===== config.mk =====
export PLATFORM = sky130hd
export DESIGN_NAME = multi_task_watchdog_chain_flat
export DESIGN_NICKNAME = d
export VERILOG_FILES = /design/src/sv/mtwd_pkg.sv /design/src/sv/mtwd_if.sv /design/src/sv/mtwd_in_reg.sv /design/src/sv/mtwd_core.sv /design/src/sv/multi_task_watchdog_chain.sv /design/src/flat_wrapper.sv
export VERILOG_INCLUDE_DIRS = /design/src /design/src/sv
export SDC_FILE = /design/constraint.sdc
export NUM_CORES = 1
export LEC_CHECK = 0
export BUFFER_PORTS_ARGS = -buffer_cell sky130_fd_sc_hd__buf_2
export CAP_MARGIN = 5
export CORE_AREA = 5 5 124 126
export DETAILED_ROUTE_END_ITERATION = 10
export DIE_AREA = 0 0 129 131
export PLACE_DENSITY = 0.72
export SLEW_MARGIN = 5
export SYNTH_ARGS = -nofsm -noshare
export SYNTH_HDL_FRONTEND = slang
export SYNTH_SLANG_ARGS = --single-unit
export TNS_END_PERCENT = 10

===== constraint.sdc =====
create_clock -name clk_i -period 5.1 [get_ports clk_i]
set_input_delay 0.765 -clock clk_i [delete_from_list [all_inputs] [get_ports clk_i]]
set_output_delay 0.765 -clock clk_i [all_outputs]
set_load 0.02 [all_outputs]

===== src/sv/multi_task_watchdog_chain_macros.svh =====
// ----------------------------------------------------------------------------
// Watchdog chain assertion macros
// Shorthand for the concurrent checks of the watchdog chain block.
// ----------------------------------------------------------------------------
`ifndef MULTI_TASK_WATCHDOG_CHAIN_MACROS_SVH
`define MULTI_TASK_WATCHDOG_CHAIN_MACROS_SVH
`ifndef SYNTHESIS
`define MTWD_ASSERT_NOW(lbl, clk, rst_n, ante, cons) \
  lbl: assert property (@(posedge clk) disable iff (!rst_n) (ante) |-> (cons)) \
    else $error("watchdog chain check failed");
`define MTWD_ASSERT_NEXT(lbl, clk, rst_n, ante, cons) \
  lbl: assert property (@(posedge clk) disable iff (!rst_n) (ante) |=> (cons)) \
    else $error("watchdog chain check failed");
`else
`define MTWD_ASSERT_NOW(lbl, clk, rst_n, ante, cons)
`define MTWD_ASSERT_NEXT(lbl, clk, rst_n, ante, cons)
`endif
`endif


===== src/sv/mtwd_pkg.sv =====
// ----------------------------------------------------------------------------
// Watchdog chain package
// Command codes and field widths shared by the watchdog chain files.
// ----------------------------------------------------------------------------
package mtwd_pkg;

  localparam int unsigned CmdW  = 2;
  localparam int unsigned IdxW  = 5;
  localparam int unsigned MaskW = 32;
  localparam int unsigned CntW  = 6;

  typedef enum logic [CmdW-1:0] {
    CMD_KICK  = 2'd0,
    CMD_STOP  = 2'd1,
    CMD_START = 2'd2,
    CMD_NONE  = 2'd3
  } mtwd_cmd_e;

endpackage


===== src/sv/mtwd_if.sv =====
// ----------------------------------------------------------------------------
// Watchdog chain channels
// Valid/ready channels for commands, results and the count register.
// ----------------------------------------------------------------------------
interface mtwd_cmd_if;
  import mtwd_pkg::*;

  logic             valid;
  logic             ready;
  logic [CmdW-1:0]  command;
  logic [IdxW-1:0]  index;
  logic [MaskW-1:0] start_mask;

  modport source (output valid, command, index, start_mask, input ready);
  modport sink   (input valid, command, index, start_mask, output ready);
endinterface

interface mtwd_res_if;
  import mtwd_pkg::*;

  logic             valid;
  logic             ready;
  logic             master_kick;
  logic             all_stopped;
  logic             range_error;
  logic [MaskW-1:0] kicked_now;
  logic [MaskW-1:0] active_now;

  modport source (output valid, master_kick, all_stopped, range_error, kicked_now,
                  active_now, input ready);
  modport sink   (input valid, master_kick, all_stopped, range_error, kicked_now,
                  active_now, output ready);
endinterface

interface mtwd_cfg_if;
  import mtwd_pkg::*;

  logic            valid;
  logic            ready;
  logic [CntW-1:0] data;

  modport source (output valid, data, input ready);
  modport sink   (input valid, data, output ready);
endinterface


===== src/sv/mtwd_in_reg.sv =====
// ----------------------------------------------------------------------------
// Watchdog chain input register
// Registers one command word and passes it on when the next stage is free.
// ----------------------------------------------------------------------------
module mtwd_in_reg (
  input  logic       clk_i,
  input  logic       rst_ni,
  mtwd_cmd_if.sink   in_i,
  mtwd_cmd_if.source out_o
);
  import mtwd_pkg::*;

  logic             vld_q, vld_d;
  logic [CmdW-1:0]  cmd_q;
  logic [IdxW-1:0]  idx_q;
  logic [MaskW-1:0] mask_q;
  logic             take;

  assign in_i.ready = !vld_q || out_o.ready;
  assign take       = in_i.valid && in_i.ready;

  always_comb begin
    vld_d = vld_q;
    if (take) begin
      vld_d = 1'b1;
    end else if (out_o.ready) begin
      vld_d = 1'b0;
    end
  end

  always_ff @(posedge clk_i or negedge rst_ni) begin
    if (!rst_ni) begin
      vld_q <= 1'b0;
    end else begin
      vld_q <= vld_d;
    end
  end

  always_ff @(posedge clk_i) begin
    if (take) begin
      cmd_q  <= in_i.command;
      idx_q  <= in_i.index;
      mask_q <= in_i.start_mask;
    end
  end

  assign out_o.valid      = vld_q;
  assign out_o.command    = cmd_q;
  assign out_o.index      = idx_q;
  assign out_o.start_mask = mask_q;
endmodule


===== src/sv/mtwd_core.sv =====
// ----------------------------------------------------------------------------
// Watchdog chain core
// Holds the kicked, active and seen masks and the count register, applies one
// command per cycle unless the result stalls, and registers the result word.
// ----------------------------------------------------------------------------
module mtwd_core #(
  parameter int unsigned NUM_WATCHDOGS = 32
) (
  input  logic       clk_i,
  input  logic       rst_ni,
  mtwd_cfg_if.sink   cfg_i,
  mtwd_cmd_if.sink   cmd_i,
  mtwd_res_if.source res_o
);
  import mtwd_pkg::*;

  localparam int unsigned W = (NUM_WATCHDOGS >= MaskW) ? MaskW : NUM_WATCHDOGS;

  logic [CntW-1:0]  count_q;
  logic [W-1:0]     kicked_q, kicked_d;
  logic [W-1:0]     active_q, active_d;
  logic [W-1:0]     seen_q, seen_d;
  logic             res_vld_q, res_vld_d;
  logic             mk_q, mk_d;
  logic             stop_q, stop_d;
  logic             err_q, err_d;
  logic             take;
  logic             idx_ok;
  logic [W-1:0]     sel;
  mtwd_cmd_e        cmd;

  assign cfg_i.ready = 1'b1;
  assign cmd_i.ready = !res_vld_q || res_o.ready;
  assign take        = cmd_i.valid && cmd_i.ready;
  assign cmd         = mtwd_cmd_e'(cmd_i.command);
  assign idx_ok      = ({1'b0, cmd_i.index} < count_q) &&
                       (32'(cmd_i.index) < NUM_WATCHDOGS);
  assign sel         = W'(1) << cmd_i.index;

  always_comb begin
    kicked_d = kicked_q;
    active_d = active_q;
    seen_d   = seen_q;
    mk_d     = 1'b0;
    stop_d   = 1'b0;
    err_d    = 1'b0;
    unique case (cmd)
      CMD_KICK: begin
        if (!idx_ok) begin
          err_d = 1'b1;
        end else begin
          kicked_d = kicked_q | sel;
          active_d = active_q | sel;
          seen_d   = seen_q | sel;
          if ((active_d & ~kicked_d) == '0) begin
            mk_d     = 1'b1;
            kicked_d = '0;
          end
        end
      end
      CMD_STOP: begin
        if (!idx_ok) begin
          err_d = 1'b1;
        end else begin
          active_d = active_q & ~sel;
          if ((seen_q & sel) != '0) begin
            if (active_d == '0) begin
              stop_d = 1'b1;
            end else if ((active_d & ~kicked_q) == '0) begin
              mk_d     = 1'b1;
              kicked_d = '0;
            end
          end
        end
      end
      CMD_START: begin
        active_d = active_q | cmd_i.start_mask[W-1:0];
      end
      CMD_NONE: begin
      end
      default: begin
      end
    endcase
  end

  always_comb begin
    res_vld_d = res_vld_q;
    if (take) begin
      res_vld_d = 1'b1;
    end else if (res_o.ready) begin
      res_vld_d = 1'b0;
    end
  end

  always_ff @(posedge clk_i or negedge rst_ni) begin
    if (!rst_ni) begin
      count_q   <= '0;
      kicked_q  <= '0;
      active_q  <= '0;
      seen_q    <= '0;
      res_vld_q <= 1'b0;
    end else begin
      res_vld_q <= res_vld_d;
      if (cfg_i.valid) begin
        count_q <= cfg_i.data;
      end
      if (take) begin
        kicked_q <= kicked_d;
        active_q <= active_d;
        seen_q   <= seen_d;
      end
    end
  end

  always_ff @(posedge clk_i) begin
    if (take) begin
      mk_q   <= mk_d;
      stop_q <= stop_d;
      err_q  <= err_d;
    end
  end

  assign res_o.valid       = res_vld_q;
  assign res_o.master_kick = mk_q;
  assign res_o.all_stopped = stop_q;
  assign res_o.range_error = err_q;
  assign res_o.kicked_now  = MaskW'(kicked_q);
  assign res_o.active_now  = MaskW'(active_q);
endmodule


===== src/sv/multi_task_watchdog_chain.sv =====
// ----------------------------------------------------------------------------
// Multi-task watchdog chain
// Combines many task watchdogs into one master kick.
// ----------------------------------------------------------------------------
// The block takes one command word per cycle unless the result output stalls,
// and returns one result word per command, which passes the input register
// and then the core; the core updates the kicked, active and seen masks and
// loads the result register in the same cycle. Up to 32 watchdogs are tracked;
// the count register must be written while no command is in flight.
`include "multi_task_watchdog_chain_macros.svh"

module multi_task_watchdog_chain #(
  parameter int unsigned NUM_WATCHDOGS = 32
) (
  input  logic       clk_i,
  input  logic       rst_ni,
  mtwd_cfg_if.sink   cfg_i,
  mtwd_cmd_if.sink   cmd_i,
  mtwd_res_if.source res_o
);
  import mtwd_pkg::*;

  mtwd_cmd_if cmd_q_if ();

  mtwd_in_reg u_in_reg (
    .clk_i  (clk_i),
    .rst_ni (rst_ni),
    .in_i   (cmd_i),
    .out_o  (cmd_q_if.source)
  );

  mtwd_core #(
    .NUM_WATCHDOGS (NUM_WATCHDOGS)
  ) u_core (
    .clk_i  (clk_i),
    .rst_ni (rst_ni),
    .cfg_i  (cfg_i),
    .cmd_i  (cmd_q_if.sink),
    .res_o  (res_o)
  );

  `MTWD_ASSERT_NOW(a_flags_exclusive, clk_i, rst_ni, res_o.valid, !(res_o.master_kick && res_o.all_stopped))
  `MTWD_ASSERT_NOW(a_error_quiet, clk_i, rst_ni, res_o.valid && res_o.range_error, !res_o.master_kick && !res_o.all_stopped)
  `MTWD_ASSERT_NOW(a_kick_clears, clk_i, rst_ni, res_o.valid && res_o.master_kick, res_o.kicked_now == '0)
  `MTWD_ASSERT_NOW(a_stop_empty, clk_i, rst_ni, res_o.valid && res_o.all_stopped, res_o.active_now == '0)
  `MTWD_ASSERT_NEXT(a_res_follows, clk_i, rst_ni, cmd_q_if.valid && cmd_q_if.ready, res_o.valid)
endmodule

===== src/flat_wrapper.sv =====
// flat-port wrapper written by rule: the top's interface ports become plain ports
module multi_task_watchdog_chain_flat import mtwd_pkg::*;
#(
  parameter int unsigned NUM_WATCHDOGS = 32
)
  (clk_i, rst_ni, cfg_i_valid, cfg_i_data, cfg_i_ready, cmd_i_valid, cmd_i_command, cmd_i_index, cmd_i_start_mask, cmd_i_ready, res_o_valid, res_o_master_kick, res_o_all_stopped, res_o_range_error, res_o_kicked_now, res_o_active_now, res_o_ready);
  mtwd_cfg_if cfg_i_i ();
  mtwd_cmd_if cmd_i_i ();
  mtwd_res_if res_o_i ();
  input  logic clk_i;
  input  logic rst_ni;
  input wire logic [$bits(cfg_i_i.valid)-1:0] cfg_i_valid;
  input wire logic [$bits(cfg_i_i.data)-1:0] cfg_i_data;
  output wire logic [$bits(cfg_i_i.ready)-1:0] cfg_i_ready;
  input wire logic [$bits(cmd_i_i.valid)-1:0] cmd_i_valid;
  input wire logic [$bits(cmd_i_i.command)-1:0] cmd_i_command;
  input wire logic [$bits(cmd_i_i.index)-1:0] cmd_i_index;
  input wire logic [$bits(cmd_i_i.start_mask)-1:0] cmd_i_start_mask;
  output wire logic [$bits(cmd_i_i.ready)-1:0] cmd_i_ready;
  output wire logic [$bits(res_o_i.valid)-1:0] res_o_valid;
  output wire logic [$bits(res_o_i.master_kick)-1:0] res_o_master_kick;
  output wire logic [$bits(res_o_i.all_stopped)-1:0] res_o_all_stopped;
  output wire logic [$bits(res_o_i.range_error)-1:0] res_o_range_error;
  output wire logic [$bits(res_o_i.kicked_now)-1:0] res_o_kicked_now;
  output wire logic [$bits(res_o_i.active_now)-1:0] res_o_active_now;
  input wire logic [$bits(res_o_i.ready)-1:0] res_o_ready;
  assign cfg_i_i.valid = cfg_i_valid;
  assign cfg_i_i.data = cfg_i_data;
  assign cfg_i_ready = cfg_i_i.ready;
  assign cmd_i_i.valid = cmd_i_valid;
  assign cmd_i_i.command = cmd_i_command;
  assign cmd_i_i.index = cmd_i_index;
  assign cmd_i_i.start_mask = cmd_i_start_mask;
  assign cmd_i_ready = cmd_i_i.ready;
  assign res_o_valid = res_o_i.valid;
  assign res_o_master_kick = res_o_i.master_kick;
  assign res_o_all_stopped = res_o_i.all_stopped;
  assign res_o_range_error = res_o_i.range_error;
  assign res_o_kicked_now = res_o_i.kicked_now;
  assign res_o_active_now = res_o_i.active_now;
  assign res_o_i.ready = res_o_ready;
  multi_task_watchdog_chain #(.NUM_WATCHDOGS(NUM_WATCHDOGS)) u_core (.clk_i(clk_i), .rst_ni(rst_ni), .cfg_i(cfg_i_i), .cmd_i(cmd_i_i), .res_o(res_o_i));
endmodule

==> impl_metrics.py, run 1 <==
metrics = {
    "floorplan": {
        "core_um2": 14200,
        "io_pins": 120,
        "die_height_um": 131,
        "fp.dieArea_um2": 16900,
        "fp-row-count": 44,
        "die-width_um": 129,
        "initial_utilization": 0.496,
    },
    "route": {
        "drt_iter0_markers": 664,
        "routed_wirelength_um": 25100,
        "drt_drc_violations_left": 0,
        "num_vias": 6216,
        "antenna_violating_nets_post_route": 0,
        "post_drt_wl_per_cell_um": 25.6,
        "detail_route.first_pass.iterations": 7,
        "route.detailed.vias_per_inst": 6.35,
    },
    "global_route": {
        "pin_count_of_the_biggest_net_entering_global_routing": 54,
        "number_of_antenna_violations_at_the_first_check_in_global_routing": 0,
        "grt_overflow": 0,
        "number_of_global_route_vias_before_repair": 6081,
        "total_routing_usage_reported_by_global_routing": 0.301,
        "grt_first_pass_wirelength_um": 37500,
    },
    "setup_path": {
        "critical_path_peak_fanout": 32,
        "critPathRequiredTime_ns": 5.45,
        "crit_chain": "or3_1 -> o21ai_0 -> nand4_1 -> or4_1 -> nor2_1 -> o21ai_4 -> buf_4 -> a21oi_2",
        "cp-end-kind": "flop",
        "startpoint_class_of_the_critical_path": "flop",
        "critical_path_arrival_ns": 4.14,
        "critical-path-max-stage-delay_ns": 0.76,
        "criticalPathCategory": "reg -> reg",
        "rr_endpoint": "u_core.u_core.res_o.kicked_now[19]$_DFFE_PN0P_",
        "r2r_start": "u_core.u_in_reg.out_o.index[0]$_DFFE_PP_",
        "timing.critical_path.from": "u_core.u_in_reg.out_o.index[0]$_DFFE_PP_",
        "worst-r2r-setup-slack_ns": 1.31,
        "cp_slowest_cell": "sky130_fd_sc_hd__or3_1",
        "reg2reg_depth": 8,
        "worst_setup_path_endpoint": "u_core.u_core.res_o.kicked_now[19]$_DFFE_PN0P_",
    },
    "power_and_ir_drop": {
        "irDropWorstVdd_mv": 0.355,
        "p_int_uw": 2490,
        "clock_power_share": 0.341,
        "cellPowerDensity_nw_per_um2": 452,
        "power.combinational.fraction": 0.236,
        "power.net_switching_uw": 1280,
        "netSwitchingFraction": 0.339,
        "static-leakage-power_uw": 0.00375,
        "seq_power_share": 0.422,
    },
    "timing": {
        "finalCriticalPeriod_ns": 3.79,
        "finalSetupViolations": 0,
        "max_freq_mhz": 264,
        "tns_ns": 0,
        "fin_worst_skew_ns": 0.0139,
        "slew-limit-headroom": 0.312,
        "final_min_period_over_clock_period": 0.743,
        "hold_ws_ns": 0.408,
        "timing.final.max_slew_violations": 0,
        "worst_slew_pin_slew_ns": 1.03,
        "grt_setup_unrepaired": "false",
        "hold_viol_final": 0,
    },
    "yosys": {
        "most_instantiated_flip_flop_cell_in_the_synthesis_netlist": "sky130_fd_sc_hd__dfrtp_1",
        "synthesized_area_um2": 7040,
        "synthArstFlopShare": 0.712,
        "synth_enable_flop_cells": 42,
        "yosysSeqAreaShare": 0.548,
        "syn_inst": 685,
        "synthesis_warnings": 0,
        "synth.lib_cells_used.distinct": 52,
        "syn_nets": 743,
        "synth_area_per_cell_um2": 10.3,
        "postSynthRegisterBits": 146,
    },
    "layout": {
        "layout.area.seq_um2": 3860,
        "fraction_of_layout_cells_with_a_size_suffix_above_1": 0.258,
        "flow.area_growth_from_synthesis_pct": 18.4,
        "nNetsFinal": 839,
        "multi_input_combinational_cell_area_um2": 2870,
        "n_fill_cell": 1245,
    },
    "clock_tree": {
        "cts_inserted_buffers": 17,
        "cts_setup_buffers": 0,
        "cts_max_level": 4,
        "skew_pair_late_insertion_delay_ns": 0.43,
        "postCtsResizedCells": 0,
        "tritoncts_num_sinks": 146,
        "cts-root-buf": "sky130_fd_sc_hd__clkbuf_16",
        "cts_tree": "done",
        "holdBufCountCts": 0,
        "clockBufferDepth": 2,
        "path_clk_slew_ns": 0.06,
    },
    "worst_hold_path": {
        "min-delay-path-class": "in -> async",
    },
    "placed_design": {
        "dpl.hpwl_um": 17800,
        "finalWeightedCongestion": 0.941,
        "io_buffer_count": 118,
    },
    "flow_run": {
        "drv.max_cap_violation_count": 0,
    },
    "status": {
        "outcome": "finished, final reports clean",
    },
}
-- flip-flops by register name, summed over array words and instances, names as in the netlist --
name / flops
u_core.u_core.count_q: 6
u_core.u_core.res_o.active_now: 32
u_core.u_core.res_o.all_stopped: 1
u_core.u_core.res_o.kicked_now: 32
u_core.u_core.res_o.master_kick: 1
u_core.u_core.res_o.range_error: 1
u_core.u_core.res_o.valid: 1
u_core.u_core.seen_q: 32
u_core.u_in_reg.out_o.command: 2
u_core.u_in_reg.out_o.index: 5
u_core.u_in_reg.out_o.start_mask: 32
u_core.u_in_reg.out_o.valid: 1
-- critical path, delay by kind of cell, from the launching register on --
| family | cells | cell delay [ns] |
|---|---|---|
| buffers and inverters | 1 | 0.31 |
| AOI/OAI and AO/OA | 3 | 0.78 |
| DFF | 1 | 0.72 |
| and+or+nand+nor | 4 | 1.85 |
-- worst min path at each step --
stage | from | slack [ns] | endpoint | depth (start not counted)
floorplan | u_core.u_core.seen_q[22]$_DFFE_PN0P_ | 0.42 | u_core.u_core.seen_q[22]$_DFFE_PN0P_ | 1
global placement | u_core.u_core.seen_q[30]$_DFFE_PN0P_ | 0.44 | u_core.u_core.seen_q[30]$_DFFE_PN0P_ | 1
detailed placement | u_core.u_core.seen_q[22]$_DFFE_PN0P_ | 0.44 | u_core.u_core.seen_q[22]$_DFFE_PN0P_ | 1
CTS | rst_ni | 0.42 | u_core.u_core.res_o.active_now[4]$_DFFE_PN0P_ | 1
global route | rst_ni | 0.45 | u_core.u_core.res_o.active_now[4]$_DFFE_PN0P_ | 1
finish | rst_ni | 0.41 | u_core.u_core.res_o.active_now[10]$_DFFE_PN0P_ | 1
-- synthesized netlist by cell type (11+ instances only) --
| master | n | area [um2] |
|---|---|---|
| sky130_fd_sc_hd__dfrtp_1 | 104 | 2600 |
| sky130_fd_sc_hd__a21oi_1 | 71 | 355 |
| sky130_fd_sc_hd__o21ai_0 | 57 | 285 |
| sky130_fd_sc_hd__nand2_1 | 45 | 169 |
| sky130_fd_sc_hd__edfxtp_1 | 42 | 1260 |
| sky130_fd_sc_hd__nor2_1 | 38 | 143 |
| sky130_fd_sc_hd__clkbuf_1 | 37 | 139 |
| sky130_fd_sc_hd__a21o_1 | 31 | 233 |
| sky130_fd_sc_hd__a21oi_2 | 30 | 263 |
| sky130_fd_sc_hd__o22ai_1 | 27 | 169 |
| sky130_fd_sc_hd__nand3_1 | 23 | 115 |
| sky130_fd_sc_hd__inv_1 | 18 | 67.6 |
| sky130_fd_sc_hd__a22o_1 | 17 | 149 |
| sky130_fd_sc_hd__o31ai_1 | 14 | 105 |
| sky130_fd_sc_hd__nand2b_1 | 11 | 68.8 |
-- power by group through the flow --
stage          Sequential (uW)  Combinational (uW)  Clock [uW]
5_1_grt                   1610                 969        1350
3_3_place_gp              1610                 880           0
3_5_place_dp              1600                 889           0
4_1_cts                   1590                 894        1290
6_report                  1590                 892        1290
2_1_floorplan             1670                 433           0
-- metrics by stage --
stage | worst slack [ns] | area (um2) | std cells | power (uW) | util
after CTS | 1.38 | 8340 | 978 | 3770 | 0.587
after detailed placement | 1.42 | 7730 | 946 | 2490 | 0.544
after floorplan | 2.62 | 7040 | 685 | 2100 | -
final | 1.31 | 8340 | 979 | 3770 | 0.587
after global placement | 1.43 | 7730 | 946 | 2490 | 0.544
after global routing | 1.24 | 8340 | 978 | 3930 | 0.587
-- area by class of cell --
type | count | share of cell area
diodes | 1 | 0.000300
clock buffers | 24 | 0.0604
clock inverters | 8 | 0.0120
inverters | 18 | 0.00810
multi-input cells | 465 | 0.344
flip-flops and latches | 146 | 0.463
well taps | 184 | 0.0276
repair buffers | 133 | 0.0846
-- placed cells by master, fill, tap and decap left out, drive strengths merged, types with 19 or more instances in the layout --
cell,netlist,final
buf,19,133
dfrtp,104,104
a21oi,101,101
o21ai,66,66
nand2,45,45
edfxtp,42,42
nor2,38,38
a21o,31,31
o22ai,27,27
clkbuf,37,24
nand3,23,23
inv,18,19
-- layer usage --
metal / up-vias / GRT usage / share of wire
met2: 318 / 0.495 / 0.49
met4: 0 / 0.0994 / 0.024
met5: - / 0 / 0
met1: 3140 / 0.391 / 0.41
met3: 42 / 0.0817 / 0.082
li1: 2716 / - / -
-- logic make-up after synthesis --
group / Yosys count / synth area share
multiplexers: 9 / 0.0133
adder cells (fa/ha/maj): 8 / 0.0142
AO/OA/AOI/OAI: 283 / 0.258
AND/OR/NAND/NOR: 164 / 0.118
other: 1 / 0.000532
buffers and inverters: 74 / 0.0472
flip-flops: 146 / 0.548
(Power assumes the default switching activity.)
==> inputs of run 2 (changes only) <==
--- a/config.mk
+++ b/config.mk
@@ -6,11 +6,12 @@
 export SDC_FILE = /design/constraint.sdc
 export NUM_CORES = 1
 export LEC_CHECK = 0
+export ABC_AREA = 1
 export BUFFER_PORTS_ARGS = -buffer_cell sky130_fd_sc_hd__buf_2
 export CAP_MARGIN = 5
-export CORE_AREA = 5 5 124 126
+export CORE_AREA = 5 5 129 131
 export DETAILED_ROUTE_END_ITERATION = 10
-export DIE_AREA = 0 0 129 131
+export DIE_AREA = 0 0 134 136
 export PLACE_DENSITY = 0.72
 export SLEW_MARGIN = 5
 export SYNTH_ARGS = -nofsm -noshare
==> constraint.sdc (replaced) <==
create_clock -name clk_i -period 3.65 [get_ports clk_i]
set_input_delay 0.5475 -clock clk_i [delete_from_list [all_inputs] [get_ports clk_i]]
set_output_delay 0.5475 -clock clk_i [all_outputs]
set_load 0.02 [all_outputs]
==> run 2 against run 1 <==
Die area grew 7.8%. Largest cell class unchanged. Sequential share of layout area down 3.4 points. Utilization shrank 0.56 points. Critical endpoint is now u_core.u_core.res_o.kicked_now[22]$_DFFE_PN0P_.
==> impl_metrics.py, run 2 <==
metrics = {
    "setup_path": {
        "reg2reg_depth": 15,
        "critical_path_peak_fanout": 26,
        "criticalPathCategory": "reg -> reg",
        "startpoint_class_of_the_critical_path": "flop",
        "critPathRequiredTime_ns": 4.02,
        "worst-r2r-setup-slack_ns": 0.48,
        "cp-end-kind": "flop",
        "critical_path_arrival_ns": 3.54,
        "rr_endpoint": "u_core.u_core.res_o.kicked_now[22]$_DFFE_PN0P_",
        "r2r_start": "u_core.u_in_reg.out_o.index[2]$_DFFE_PP_",
    },
    "floorplan": {
        "fp-row-count": 46,
        "core_um2": 15500,
        "die_height_um": 136,
        "io_pins": 120,
        "fp.dieArea_um2": 18200,
        "initial_utilization": 0.493,
        "die-width_um": 134,
    },
    "placed_design": {
        "dpl.hpwl_um": 15200,
        "detailedPlace.worstSlack_ns": 0.566,
        "dp_cells": 1201,
        "io_buffer_count": 118,
        "finalWeightedCongestion": 0.951,
    },
    "yosys": {
        "syn_nets": 983,
        "synthesized_area_um2": 7630,
        "synth_top_area_share": 0.341,
        "yosysSeqAreaShare": 0.506,
        "postSynthRegisterBits": 146,
        "synthTopCellsByArea": "sky130_fd_sc_hd__dfrtp_1, sky130_fd_sc_hd__edfxtp_1, sky130_fd_sc_hd__nand2_1",
        "main_combinational_cell_family_by_area_after_synthesis": "simple AND/OR/NAND/NOR gates",
        "syn_inst": 925,
        "synth_most_common_cell": "sky130_fd_sc_hd__nand2_1",
        "synth.lib_cells_used.distinct": 29,
        "synth_area_per_cell_um2": 8.25,
        "synth_enable_flop_cells": 42,
        "synth.mux.area_fraction": 0.00148,
        "most_instantiated_flip_flop_cell_in_the_synthesis_netlist": "sky130_fd_sc_hd__dfrtp_1",
        "yosys.area_share.xor_xnor": 0,
        "synthesis_warnings": 0,
        "synth-compound-area-share": 0.160,
        "synth_top_cell_by_area": "sky130_fd_sc_hd__dfrtp_1",
        "yosys.area_share.simple": 0.253,
        "synth_adder_area_share": 0.0131,
        "synthArstFlopShare": 0.712,
        "synth_common_cells": "sky130_fd_sc_hd__nand2_1, sky130_fd_sc_hd__dfrtp_1, sky130_fd_sc_hd__o21ai_0, sky130_fd_sc_hd__nand3_1, sky130_fd_sc_hd__nor2_1",
    },
    "clock_tree": {
        "cts_tree": "done",
        "postCtsResizedCells": 0,
        "clockBufferDepth": 2,
        "cts_setup_buffers": 0,
        "tritoncts_num_sinks": 146,
        "skew_pair_late_insertion_delay_ns": 0.44,
        "cts_max_level": 4,
        "path_clk_slew_ns": 0.07,
        "cts-root-buf": "sky130_fd_sc_hd__clkbuf_16",
        "cts_inserted_buffers": 17,
        "holdBufCountCts": 0,
    },
    "timing": {
        "finalCriticalPeriod_ns": 3.17,
        "grt_setup_unrepaired": "false",
        "final_min_period_over_clock_period": 0.868,
        "hold_viol_final": 0,
        "fin_worst_skew_ns": 0.0123,
        "post-route-worst-setup-slack_ns": 0.481,
        "timing.final.max_slew_violations": 0,
        "finalSetupViolations": 0,
        "max_freq_mhz": 316,
        "hold_ws_ns": 0.207,
        "slew-limit-headroom": 0.415,
        "worst_slew_pin_slew_ns": 0.878,
        "tns_ns": 0,
    },
    "layout": {
        "layout.cells.most_common": "sky130_fd_sc_hd__nand2_1",
        "antenna-diode-count": 0,
        "fraction_of_layout_cells_with_a_size_suffix_above_1": 0.168,
        "final_cell_mix": "sky130_fd_sc_hd__nand2_1, sky130_fd_sc_hd__buf_2, sky130_fd_sc_hd__dfrtp_1",
        "nNetsFinal": 1086,
        "post-route-util": 0.582,
        "flow.area_growth_from_synthesis_pct": 18.0,
        "n_fill_cell": 1415,
        "fin_cells": 1233,
    },
    "route": {
        "drt_iter0_markers": 874,
        "routed_wirelength_um": 22300,
        "drt_drc_violations_left": 0,
        "post_drt_wl_per_cell_um": 18.1,
        "route.detailed.vias_per_inst": 5.68,
        "num_vias": 7001,
        "antenna_violating_nets_post_route": 0,
        "detail_route.first_pass.iterations": 5,
    },
    "global_route": {
        "pin_count_of_the_biggest_net_entering_global_routing": 64,
        "number_of_global_route_vias_before_repair": 6784,
        "number_of_antenna_violations_at_the_first_check_in_global_routing": 0,
        "total_routing_usage_reported_by_global_routing": 0.252,
        "grt_overflow": 0,
        "grt_first_pass_wirelength_um": 35800,
    },
    "worst_hold_path": {
        "min-delay-path-class": "in -> async",
    },
    "status": {
        "outcome": "finished, final reports clean",
    },
    "power_and_ir_drop": {
        "static-leakage-power_uw": 0.00452,
        "cellPowerDensity_nw_per_um2": 718,
        "irDropWorstVdd_mv": 0.382,
    },
    "flow_run": {
        "drv.max_cap_violation_count": 0,
    },
}
run 2: cell types whose count changed in the layout (fill, tap and decap cells not counted), sizes merged, moves of 35 or more:
cell    delta
inv       +55
o211ai    +35
nand3     +55
nand2    +201
a21oi     -92
nor2      +41
run 2: power breakdown:
group          switching [uW]  total, uW  leakage (uW)  internal [uW]
clock                     696       1830      0.000297           1140
sequential                418       2500       0.00176           2080
combinational            1390       2140       0.00246            747
run 2: worst max-delay path, stage by stage, from the launching register on:
cell and delay, ns:
sky130_fd_sc_hd__edfxtp_1 0.71, sky130_fd_sc_hd__inv_2 0.25, sky130_fd_sc_hd__nor2_4 0.28, sky130_fd_sc_hd__nand3_1 0.24
sky130_fd_sc_hd__nand2_1 0.18, sky130_fd_sc_hd__nand2_1 0.07, sky130_fd_sc_hd__nor2_1 0.18, sky130_fd_sc_hd__nand2_1 0.12
sky130_fd_sc_hd__nor2_1 0.15, sky130_fd_sc_hd__nand3_1 0.11, sky130_fd_sc_hd__nand2_1 0.09, sky130_fd_sc_hd__inv_1 0.05
sky130_fd_sc_hd__nand3_2 0.14, sky130_fd_sc_hd__buf_4 0.35, sky130_fd_sc_hd__nand2_1 0.10, sky130_fd_sc_hd__nand2_1 0.07
run 2: cell families after synthesis:
family	count (synthesis)
flip-flops	146
buffers and inverters	124
other	1
AO/OA/AOI/OAI	197
adder cells (fa/ha/maj)	8
multiplexers	1
AND/OR/NAND/NOR	448
run 2: per-stage QoR:
stage	instance area [um2]	power [uW]
floorplan	7630	3860
global placement	8400	4610
detailed placement	8400	4650
CTS	9010	6490
global route	9010	6870
finish	9010	6470
run 2: worst max path at each step:
stage,startpoint,end,slack (ns),depth (start not counted)
2_1_floorplan,u_core.u_in_reg.out_o.index[3]$_DFFE_PP_,u_core.u_core.res_o.active_now[9]$_DFFE_PN0P_,1.55,11
3_3_place_gp,u_core.u_in_reg.out_o.index[2]$_DFFE_PP_,u_core.u_core.res_o.kicked_now[20]$_DFFE_PN0P_,0.56,15
3_5_place_dp,u_core.u_in_reg.out_o.index[2]$_DFFE_PP_,u_core.u_core.res_o.kicked_now[29]$_DFFE_PN0P_,0.57,15
4_1_cts,u_core.u_in_reg.out_o.index[2]$_DFFE_PP_,u_core.u_core.res_o.kicked_now[8]$_DFFE_PN0P_,0.53,15
5_1_grt,u_core.u_in_reg.out_o.index[2]$_DFFE_PP_,u_core.u_core.res_o.kicked_now[15]$_DFFE_PN0P_,0.19,15
6_report,u_core.u_in_reg.out_o.index[2]$_DFFE_PP_,u_core.u_core.res_o.kicked_now[22]$_DFFE_PN0P_,0.48,15
run 2: cell type report:
cell class | count | area [um2] | share of cell area
Multi-Input combinational cell | 655 | 3270 | 0.363
Inverter | 74 | 278 | 0.0308
Tap cell | 192 | 240 | 0.0267
Clock buffer | 20 | 437 | 0.0485
Timing Repair Buffer | 134 | 751 | 0.0833
Clock inverter | 12 | 166 | 0.0185
Sequential cell | 146 | 3860 | 0.429
run 2: layer usage:
layer,up-vias,part of all wire,GRT usage,wire length (um)
met3,47,0.066,0.0485,1470
li1,3348,-,-,-
met1,3342,0.41,0.328,9260
met2,264,0.49,0.418,10900
met5,-,0,0,0
met4,0,0.031,0.101,700
